<file path="src/design/wsd_pkg.sv">
// shared types and constants of the websocket frame deframer
// no dependencies; compiled first
package wsd_pkg;

    localparam int unsigned BYTE_W   = 8;
    localparam int unsigned LEN_W    = 64;
    localparam int unsigned KEY_W    = 32;
    localparam int unsigned OPCODE_W = 4;

    // result kinds
    localparam logic KIND_HEADER  = 1'b0;
    localparam logic KIND_PAYLOAD = 1'b1;

    // 7-bit length escapes
    localparam logic [6:0] LEN_ESC_16 = 7'd126;
    localparam logic [6:0] LEN_ESC_64 = 7'd127;

    // extension and key byte counts
    localparam logic [3:0] EXT16_BYTES = 4'd2;
    localparam logic [3:0] EXT64_BYTES = 4'd8;
    localparam logic [3:0] KEY_BYTES   = 4'd4;

    typedef struct packed {
        logic                  result_kind;
        logic                  final_fragment;
        logic [OPCODE_W-1:0]   frame_opcode;
        logic                  is_masked;
        logic [LEN_W-1:0]      frame_length;
        logic [KEY_W-1:0]      key_word;
        logic [BYTE_W-1:0]     payload_byte;
        logic                  end_of_frame;
    } result_t;

endpackage

</file>
<file path="src/design/wsd_if.sv">
// word channels of the deframer: byte stream in, parse results out
// depends on wsd_pkg
interface wsd_byte_if;
    logic                        valid;
    logic                        ready;
    logic [wsd_pkg::BYTE_W-1:0]  stream_byte;

    modport source (output valid, output stream_byte, input ready);
    modport sink   (input valid, input stream_byte, output ready);
endinterface

interface wsd_result_if;
    logic                          valid;
    logic                          ready;
    logic                          result_kind;
    logic                          final_fragment;
    logic [wsd_pkg::OPCODE_W-1:0]  frame_opcode;
    logic                          is_masked;
    logic [wsd_pkg::LEN_W-1:0]     frame_length;
    logic [wsd_pkg::KEY_W-1:0]     key_word;
    logic [wsd_pkg::BYTE_W-1:0]    payload_byte;
    logic                          end_of_frame;

    modport source (output valid, output result_kind, output final_fragment,
                    output frame_opcode, output is_masked, output frame_length,
                    output key_word, output payload_byte, output end_of_frame,
                    input ready);
    modport sink   (input valid, input result_kind, input final_fragment,
                    input frame_opcode, input is_masked, input frame_length,
                    input key_word, input payload_byte, input end_of_frame,
                    output ready);
endinterface

</file>
<file path="src/design/websocket_frame_deframer.sv">
// websocket frame deframer: one received byte per cycle in while the result channel does not stall, parse results out
// timing: a word passes the input register, then the parser's result register
// throughput: one word per cycle unless result ready stalls the parser and, through it, the input register
// reset: asynchronous active low; parser returns to expecting the first header byte
// depends on wsd_pkg, wsd_if, wsd_in_reg, wsd_parser
module websocket_frame_deframer (
    input  logic          clk,
    input  logic          rst_n,
    wsd_byte_if.sink      stream,
    wsd_result_if.source  result
);

    // handshake between the input register and the parser
    logic                        held_valid;
    logic [wsd_pkg::BYTE_W-1:0]  held_byte;
    logic                        take;

    // registered result word
    wsd_pkg::result_t            res;

    // input register decouples the link from parser stalls
    wsd_in_reg u_in_reg (
        .clk        (clk),
        .rst_n      (rst_n),
        .in_valid   (stream.valid),
        .in_ready   (stream.ready),
        .in_byte    (stream.stream_byte),
        .held_valid (held_valid),
        .held_byte  (held_byte),
        .take       (take)
    );

    // header state machine, unmasking and result register;
    // header bytes produce nothing until the header completes
    wsd_parser u_parser (
        .clk        (clk),
        .rst_n      (rst_n),
        .held_valid (held_valid),
        .held_byte  (held_byte),
        .take       (take),
        .res_valid  (result.valid),
        .res_ready  (result.ready),
        .res        (res)
    );

    // unpack the result word onto the output channel
    assign result.result_kind    = res.result_kind;
    assign result.final_fragment = res.final_fragment;
    assign result.frame_opcode   = res.frame_opcode;
    assign result.is_masked      = res.is_masked;
    assign result.frame_length   = res.frame_length;
    assign result.key_word       = res.key_word;
    assign result.payload_byte   = res.payload_byte;
    assign result.end_of_frame   = res.end_of_frame;

endmodule

</file>
<file path="src/design/wsd_in_reg.sv">
// input register stage: holds one received word until the parser takes it
// depends on wsd_pkg
module wsd_in_reg (
    input  logic                        clk,
    input  logic                        rst_n,
    input  logic                        in_valid,
    output logic                        in_ready,
    input  logic [wsd_pkg::BYTE_W-1:0]  in_byte,
    output logic                        held_valid,
    output logic [wsd_pkg::BYTE_W-1:0]  held_byte,
    input  logic                        take
);

    logic                        valid_reg;
    logic                        valid_next;
    logic [wsd_pkg::BYTE_W-1:0]  byte_reg;

    assign in_ready   = !valid_reg || take;
    assign valid_next = in_ready ? in_valid : valid_reg;

    always_ff @(posedge clk or negedge rst_n)
    begin
        if (!rst_n)
        begin
            valid_reg <= 1'b0;
        end
        else
        begin
            valid_reg <= valid_next;
        end
    end

    always_ff @(posedge clk)
    begin
        if (in_valid && in_ready)
        begin
            byte_reg <= in_byte;
        end
    end

    assign held_valid = valid_reg;
    assign held_byte  = byte_reg;

endmodule

</file>
<file path="src/design/wsd_parser.sv">
// frame header parser, payload unmasker and result register
// depends on wsd_pkg
module wsd_parser (
    input  logic                        clk,
    input  logic                        rst_n,
    input  logic                        held_valid,
    input  logic [wsd_pkg::BYTE_W-1:0]  held_byte,
    output logic                        take,
    output logic                        res_valid,
    input  logic                        res_ready,
    output wsd_pkg::result_t            res
);

    localparam logic [2:0] PH_FIRST   = 3'd0;
    localparam logic [2:0] PH_SECOND  = 3'd1;
    localparam logic [2:0] PH_EXTLEN  = 3'd2;
    localparam logic [2:0] PH_KEY     = 3'd3;
    localparam logic [2:0] PH_PAYLOAD = 3'd4;

    logic [2:0]                    phase_reg, phase_next;
    logic [3:0]                    cnt_reg, cnt_next;
    logic                          fin_reg, fin_next;
    logic [wsd_pkg::OPCODE_W-1:0]  opcode_reg, opcode_next;
    logic                          mask_reg, mask_next;
    logic [wsd_pkg::LEN_W-1:0]     len_reg, len_next;
    logic [wsd_pkg::KEY_W-1:0]     key_reg, key_next;
    logic [wsd_pkg::LEN_W-1:0]     rem_reg, rem_next;
    logic [1:0]                    kidx_reg, kidx_next;

    logic                          res_valid_reg, res_valid_next;
    wsd_pkg::result_t              res_reg, res_new;

    logic                          emit;
    logic                          len_done;
    logic                          hdr_done;
    logic                          last_byte;
    logic [3:0]                    cnt_dec;
    logic [wsd_pkg::BYTE_W-1:0]    key_byte;

    assign take = held_valid && (!res_valid_reg || res_ready);

    assign cnt_dec   = (cnt_reg != 4'd0) ? cnt_reg - 4'd1 : 4'd0;
    assign last_byte = (rem_reg[wsd_pkg::LEN_W-1:1] == '0);

    always_comb
    begin
        unique case (kidx_reg)
            2'd0:    key_byte = key_reg[31:24];
            2'd1:    key_byte = key_reg[23:16];
            2'd2:    key_byte = key_reg[15:8];
            default: key_byte = key_reg[7:0];
        endcase
    end

    always_comb
    begin
        phase_next  = phase_reg;
        cnt_next    = cnt_reg;
        fin_next    = fin_reg;
        opcode_next = opcode_reg;
        mask_next   = mask_reg;
        len_next    = len_reg;
        key_next    = key_reg;
        rem_next    = rem_reg;
        kidx_next   = kidx_reg;
        emit        = 1'b0;
        len_done    = 1'b0;
        hdr_done    = 1'b0;
        res_new     = '0;

        unique case (phase_reg)
            PH_SECOND:
            begin
                mask_next = held_byte[7];
                key_next  = '0;
                if (held_byte[6:0] == wsd_pkg::LEN_ESC_16)
                begin
                    len_next   = '0;
                    phase_next = PH_EXTLEN;
                    cnt_next   = wsd_pkg::EXT16_BYTES;
                end
                else if (held_byte[6:0] == wsd_pkg::LEN_ESC_64)
                begin
                    len_next   = '0;
                    phase_next = PH_EXTLEN;
                    cnt_next   = wsd_pkg::EXT64_BYTES;
                end
                else
                begin
                    len_next = {{(wsd_pkg::LEN_W-7){1'b0}}, held_byte[6:0]};
                    len_done = 1'b1;
                end
            end
            PH_EXTLEN:
            begin
                len_next = {len_reg[wsd_pkg::LEN_W-9:0], held_byte};
                cnt_next = cnt_dec;
                len_done = (cnt_dec == 4'd0);
            end
            PH_KEY:
            begin
                key_next = {key_reg[wsd_pkg::KEY_W-9:0], held_byte};
                cnt_next = cnt_dec;
                hdr_done = (cnt_dec == 4'd0);
            end
            PH_PAYLOAD:
            begin
                kidx_next = kidx_reg + 2'd1;
                rem_next  = (rem_reg != '0) ? rem_reg - 64'd1 : rem_reg;
                if (last_byte)
                begin
                    phase_next = PH_FIRST;
                end
                emit                 = 1'b1;
                res_new.result_kind  = wsd_pkg::KIND_PAYLOAD;
                res_new.payload_byte = held_byte ^ key_byte;
                res_new.end_of_frame = last_byte;
            end
            default:
            begin
                // first header byte; unused phase codes land here too
                fin_next    = held_byte[7];
                opcode_next = held_byte[3:0];
                phase_next  = PH_SECOND;
            end
        endcase

        // length known: masked frames go on to the key, unmasked frames complete the header
        if (len_done)
        begin
            if (mask_next)
            begin
                phase_next = PH_KEY;
                cnt_next   = wsd_pkg::KEY_BYTES;
            end
            else
            begin
                hdr_done = 1'b1;
            end
        end

        if (hdr_done)
        begin
            rem_next             = len_next;
            kidx_next            = 2'd0;
            phase_next           = (len_next == '0) ? PH_FIRST : PH_PAYLOAD;
            emit                 = 1'b1;
            res_new.result_kind  = wsd_pkg::KIND_HEADER;
            res_new.payload_byte = '0;
            res_new.end_of_frame = (len_next == '0);
        end

        res_new.final_fragment = fin_next;
        res_new.frame_opcode   = opcode_next;
        res_new.is_masked      = mask_next;
        res_new.frame_length   = len_next;
        res_new.key_word       = key_next;
    end

    assign res_valid_next = take ? emit : (res_valid_reg && !res_ready);

    always_ff @(posedge clk or negedge rst_n)
    begin
        if (!rst_n)
        begin
            phase_reg     <= PH_FIRST;
            cnt_reg       <= 4'd0;
            fin_reg       <= 1'b0;
            opcode_reg    <= '0;
            mask_reg      <= 1'b0;
            len_reg       <= '0;
            key_reg       <= '0;
            rem_reg       <= '0;
            kidx_reg      <= 2'd0;
            res_valid_reg <= 1'b0;
        end
        else
        begin
            if (take)
            begin
                phase_reg  <= phase_next;
                cnt_reg    <= cnt_next;
                fin_reg    <= fin_next;
                opcode_reg <= opcode_next;
                mask_reg   <= mask_next;
                len_reg    <= len_next;
                key_reg    <= key_next;
                rem_reg    <= rem_next;
                kidx_reg   <= kidx_next;
            end
            res_valid_reg <= res_valid_next;
        end
    end

    always_ff @(posedge clk)
    begin
        if (take && emit)
        begin
            res_reg <= res_new;
        end
    end

    assign res_valid = res_valid_reg;
    assign res       = res_reg;

endmodule
</file>
<file path="src/flat_wrapper.sv">
// flat-port wrapper written by rule: the top's interface ports become plain ports
module websocket_frame_deframer_flat 
  (clk, rst_n, stream_valid, stream_stream_byte, stream_ready, result_valid, result_result_kind, result_final_fragment, result_frame_opcode, result_is_masked, result_frame_length, result_key_word, result_payload_byte, result_end_of_frame, result_ready);
  wsd_byte_if stream_i ();
  wsd_result_if result_i ();
  input  logic clk;
  input  logic rst_n;
  input wire logic [$bits(stream_i.valid)-1:0] stream_valid;
  input wire logic [$bits(stream_i.stream_byte)-1:0] stream_stream_byte;
  output wire logic [$bits(stream_i.ready)-1:0] stream_ready;
  output wire logic [$bits(result_i.valid)-1:0] result_valid;
  output wire logic [$bits(result_i.result_kind)-1:0] result_result_kind;
  output wire logic [$bits(result_i.final_fragment)-1:0] result_final_fragment;
  output wire logic [$bits(result_i.frame_opcode)-1:0] result_frame_opcode;
  output wire logic [$bits(result_i.is_masked)-1:0] result_is_masked;
  output wire logic [$bits(result_i.frame_length)-1:0] result_frame_length;
  output wire logic [$bits(result_i.key_word)-1:0] result_key_word;
  output wire logic [$bits(result_i.payload_byte)-1:0] result_payload_byte;
  output wire logic [$bits(result_i.end_of_frame)-1:0] result_end_of_frame;
  input wire logic [$bits(result_i.ready)-1:0] result_ready;
  assign stream_i.valid = stream_valid;
  assign stream_i.stream_byte = stream_stream_byte;
  assign stream_ready = stream_i.ready;
  assign result_valid = result_i.valid;
  assign result_result_kind = result_i.result_kind;
  assign result_final_fragment = result_i.final_fragment;
  assign result_frame_opcode = result_i.frame_opcode;
  assign result_is_masked = result_i.is_masked;
  assign result_frame_length = result_i.frame_length;
  assign result_key_word = result_i.key_word;
  assign result_payload_byte = result_i.payload_byte;
  assign result_end_of_frame = result_i.end_of_frame;
  assign result_i.ready = result_ready;
  websocket_frame_deframer u_core (.clk(clk), .rst_n(rst_n), .stream(stream_i), .result(result_i));
endmodule
</file>
<file path="config.mk">
export PLATFORM = sky130hd
export DESIGN_NAME = websocket_frame_deframer_flat
export DESIGN_NICKNAME = d
export VERILOG_FILES = /design/src/design/wsd_pkg.sv /design/src/design/wsd_if.sv /design/src/design/websocket_frame_deframer.sv /design/src/design/wsd_in_reg.sv /design/src/design/wsd_parser.sv /design/src/flat_wrapper.sv
export SDC_FILE = /design/constraint.sdc
export NUM_CORES = 1
export LEC_CHECK = 0
export BUFFER_PORTS_ARGS = -buffer_cell sky130_fd_sc_hd__buf_4
export CORE_MARGIN = 1.5
export CORE_UTILIZATION = 45
export CTS_BUF_LIST = sky130_fd_sc_hd__clkbuf_4 sky130_fd_sc_hd__clkbuf_8
export CTS_CLUSTER_DIAMETER = 50
export DETAILED_ROUTE_END_ITERATION = 8
export SLEW_MARGIN = 20
export SYNTH_ARGS = -nofsm -noshare
export SYNTH_HDL_FRONTEND = slang
export SYNTH_SLANG_ARGS = --single-unit
</file>
<file path="constraint.sdc">
create_clock -name clk -period 4.7 [get_ports clk]
set_input_delay 0.47 -clock clk [delete_from_list [all_inputs] [get_ports clk]]
set_output_delay 0.47 -clock clk [all_outputs]
set_load 0.02 [all_outputs]
</file>
==> summary by stage <==
STA
Timing would allow up to 0.2694 GHz. The final-layout worst hold slack is 0.08116 ns. Setup repair after global routing left no endpoint under its margin. The transition at the pin with the smallest max-transition slack is 1.073 ns.

The number of failing hold endpoints at the final stage was 0. The time the final worst path needs with I/O delays and setup is 3.712 ns. In the finished design, the share of the clock period the worst path needs comes to 0.7898. For the final routed database, the setup TNS stands at 0 ns. Across the routed clock network, the largest skew measured is 0.02187 ns. The final number of max-transition violations came to 0. Headroom to the max-slew limit came out at 0.2774. Setup violations remaining at the end of the flow were counted as 0.

Floorplanning
The chip height is 182.1 microns. The core region is 0.03156 sq mm. Pin placement for this block handled 126 I/O pins.

Measured along the x axis, the die boundary spans 182.1 microns. The placement row count is 65. The effective utilization at floorplan is 0.4573. The floorplan step defined a die boundary enclosing 0.03315 sq mm.

Yosys
The part of the Yosys area used for sequential elements is 0.5567. The post-synthesis area per instance is 9.931 sq um. Of the post-synthesis cell area, the part taken by muxes is 0.02887. The share of flip-flops with an asynchronous set or reset is 0.5960. The main combinational cell family by area after synthesis is simple AND/OR/NAND/NOR gates. The main flop type after synthesis is dfrtp_1. The synthesized-area fraction occupied by ao, oa, aoi and oai cells is 0.1515. The simple logic cell fraction of the synthesized area is 0.2130. The Yosys step of the flow raised 0 warnings. The cell area that synthesis handed to floorplanning was 0.01443 sq mm. The post-synthesis register bit count is 297. The xor/xnor share of the synthesized area is 0.006070. Synthesis produced 1453 cells. Of the total synthesized cell area, the portion taken by full adders, half adders and majority gates is 0.006070. Sorting the synthesized cells by area gives the leading types as dfrtp_1, edfxtp_1, nand2_1. The largest total area in the synthesized netlist belongs to dfrtp_1. The share of Yosys cell area claimed by the top area cell type is 0.3069. The count of flip-flops with a built-in enable after synthesis is 120. The netlist uses 69 different library cells. The net count after synthesis is 1472.

Clock tree
The number of gates resized after cts is 0. Clock-pin slew was measured on the worst setup and hold paths at 0.06 ns. After clock tree synthesis, the setup repair step added 0 buffers.

TritonCTS built the clock tree. The root buffer cell chosen for the clock tree is clkbuf_8. The later pin in the worst-skew pair is clocked with a latency of 0.58 ns. The number of levels the H-tree was split into is 2. The number of buffers on the longest clock path is 3. The CTS buffer count is 53. The number of sinks on the clock net is 297. Buffers inserted to repair hold after CTS numbered 1.

Worst setup path
In this design, the stage delay of the slowest critical-path cell is 0.56 ns. Setup slack on the worst reg-to-reg path comes out at 0.99 ns. Along the worst path, the maximum fanout reaches 33. The signal on the critical path passes through buf_4 > clkinv_1 > a31o_2 > a21oi_1 > inv_1 > nor4_1 > nand4_1 > or4_1 > o22ai_1.

The critical setup path kind is flop to flop. The startpoint type of the worst setup path is a flop. The critical path starts at u_core.u_parser.phase_reg[2]$_DFFE_PN0P_.

The endpoint identified for the worst register-to-register timing path is u_core.u_parser.res[0]$_DFFE_PP_. The worst path buffer plus inverter count is 3. Counting cells, the worst reg-to-reg path comes to 9. The slowest cell on the critical path is or4_1. The data arrival at the endpoint of the critical path is 4.10 ns.

The kind of cell adding the most delay to the critical path is simple AND/OR/NAND/NOR gates. The capturing element type of the critical path is a flop. STA puts the critical path data required time at 5.08 ns. The startpoint of the worst-slack reg-to-reg timing path is u_core.u_parser.phase_reg[2]$_DFFE_PN0P_.

Finish
Of the cells placed in the final design, the portion with a size suffix greater than 1 is 0.1865. The net count of the finished layout is 1600. The number of flip-flops under the largest register name is 112. The layout overhead on the synthesized area is 16.85%. The repair_antennas step left the layout with diodes totalling 0. The final instance area is 0.01686 sq mm. Once layout is complete, the utilization of the core stands at 0.5343.

Global route
The via count of the first global-routing pass is 11530. The number of antenna violations at the first check in global routing came to 0. The pin count of the biggest net entering global routing is 107.

The routing usage on met2 is 0.4029. The global routing usage summed across all routing layers is 0.2722. The residual overflow from global routing is 0. The first global-routing pass estimated 69800 microns of wire. The routing layer with the top usage in global route is met1. For this run, global-route usage on met1 was measured as 0.4146. In the global route stage, met3 resource usage came out at 0.03852.

Power
Of the total power, the share spent switching nets is 0.4494. In this run the static leakage power is 7.020 nW. In this run the power spent charging and discharging nets is 0.005599 W. The largest voltage drop on the vdd net is 0.0003696 V. The combinational share of power is 0.432. The share of total power dissipated in sequential elements is 0.382. The power density over cell area is 738.9 mW/mm^2. Of the total power, the clock network draws 0.185. The total internal power is 0.006859 W.

Drt
The detail-routed net length per standard cell is 22.38 microns. The count of vias placed by the detailed router is 12320. The first routing iteration left 1486 violations. The via density per instance is 6.079. The total detailed-routing wirelength is 45360 microns. The antenna violation net count after detailed routing is 0. The first-pass detailed-route iteration total is 5. The DRC violation count after routing is 0.

Hold path
The end point of the most critical hold path is u_core.u_in_reg.held_byte[6]$_DFFE_PP_. The startpoint of the most critical hold path is stream_stream_byte[6]. The worst min-delay path class is primary input to flop. Along the worst hold path, the cell count comes to 1.

Placement
The last weighted congestion value of the routability-driven placer is 0.9367. Input and output buffers added on the ports amount to 125. The HPWL after detailed placement is 30810 microns. The post-placement cell area is 0.01584 sq mm.

Outcome
The flow ran to the end, and the final reports show no timing, DRC or antenna violations.

Run
The max-cap check violation count is 0.
-- worst max path at each step --
stage,end,slack (ns),cells past startpoint
final,u_core.u_parser.res[0]$_DFFE_PP_,0.99,9
after global routing,u_core.u_parser.res[0]$_DFFE_PP_,0.83,9
after CTS,u_core.u_parser.res[0]$_DFFE_PP_,1.08,9
after detailed placement,u_core.u_parser.res[91]$_DFFE_PP_,1.12,8
after global placement,u_core.u_parser.res[0]$_DFFE_PP_,1.08,9
after floorplan,u_core.u_parser.res[0]$_DFFE_PP_,0.52,7
-- area by class of cell --
type                       count  area [sq um]
fill                        2907         14690
sequential                   297          8035
multi-input combinational   1020          5882
timing repair buffer         164          1262
clock buffer                  69         868.3
tap                          402         503.0
inverter                      45         171.4
clock inverter                30         138.9
-- cell families (layout without fill, tap and decap cells) --
| group | Yosys count | count (layout) |
|---|---|---|
| adders and majority gates | 7 | 7 |
| and+or+nand+nor | 651 | 651 |
| buffers and inverters | 136 | 308 |
| DFF | 297 | 297 |
| xor gates and xnor gates | 10 | 10 |
| muxes | 37 | 37 |
| AOI/OAI and AO/OA | 315 | 315 |
-- power groups by stage --
stage	sequential, W	clock, W	combinational, W
2_1_floorplan	0.00479	0	0.00317
3_5_place_dp	0.00477	0	0.00532
3_3_place_gp	0.00474	0	0.00527
6_report	0.00477	0.00231	0.00539
5_1_grt	0.00487	0.00247	0.00584
4_1_cts	0.00473	0.00234	0.00534
-- per-stage QoR --
stage / worst slack (ns) / cells / total power [W]
6_report: 0.9881 / 2027 / 0.01246
5_1_grt: 0.8288 / 2027 / 0.01318
4_1_cts: 1.082 / 2027 / 0.01242
3_5_place_dp: 1.121 / 1927 / 0.01009
3_3_place_gp: 1.082 / 1927 / 0.01001
2_1_floorplan: 0.5172 / 1453 / 0.007965
-- cell usage after synthesis, types with 9 or more instances --
cell type,n
mux2_2,37
nor3b_1,17
buf_1,13
xnor2_1,10
nand3_1,44
a221oi_1,17
buf_2,14
o22ai_1,14
dfrtp_1,177
a222oi_1,9
a32oi_1,10
and2_1,17
nand4_1,19
a211oi_1,40
or3_1,13
nand2_1,281
a311oi_1,22
o21ai_0,84
a22oi_1,34
clkbuf_1,61
a21oi_1,28
nor4_1,23
edfxtp_1,120
nor3_1,47
inv_1,44
nor2_1,123
nor2b_1,26
a31oi_1,15
-- routing by layer --
metal,vias to the layer above,part of all wire,routed length (microns)
met1,6141,0.46,20870
met3,80,0.068,3079
met4,0,0.026,1170
li1,5593,-,-
met2,509,0.45,20230
met5,-,0,0
-- cell usage in the layout (no fill, tap or decap), types with 14 or more instances in the layout --
cell type	synthesis	layout
nand2_1	281	280
a21oi_1	28	28
a311oi_1	22	22
clkbuf_8	0	56
nand4_1	19	19
nor3b_1	17	17
dfrtp_1	177	175
buf_4	1	160
nor3_1	47	47
mux2_2	37	37
o22ai_1	14	14
inv_1	44	43
clkinv_1	1	20
o21ai_0	84	84
nor2_1	123	122
nand3_1	44	44
a221oi_1	17	17
nor4_1	23	23
edfxtp_1	120	120
and2_1	17	16
a22oi_1	34	34
a31oi_1	15	15
nor2b_1	26	24
a211oi_1	40	40
No activity file was read; power rests on OpenSTA's default activity.
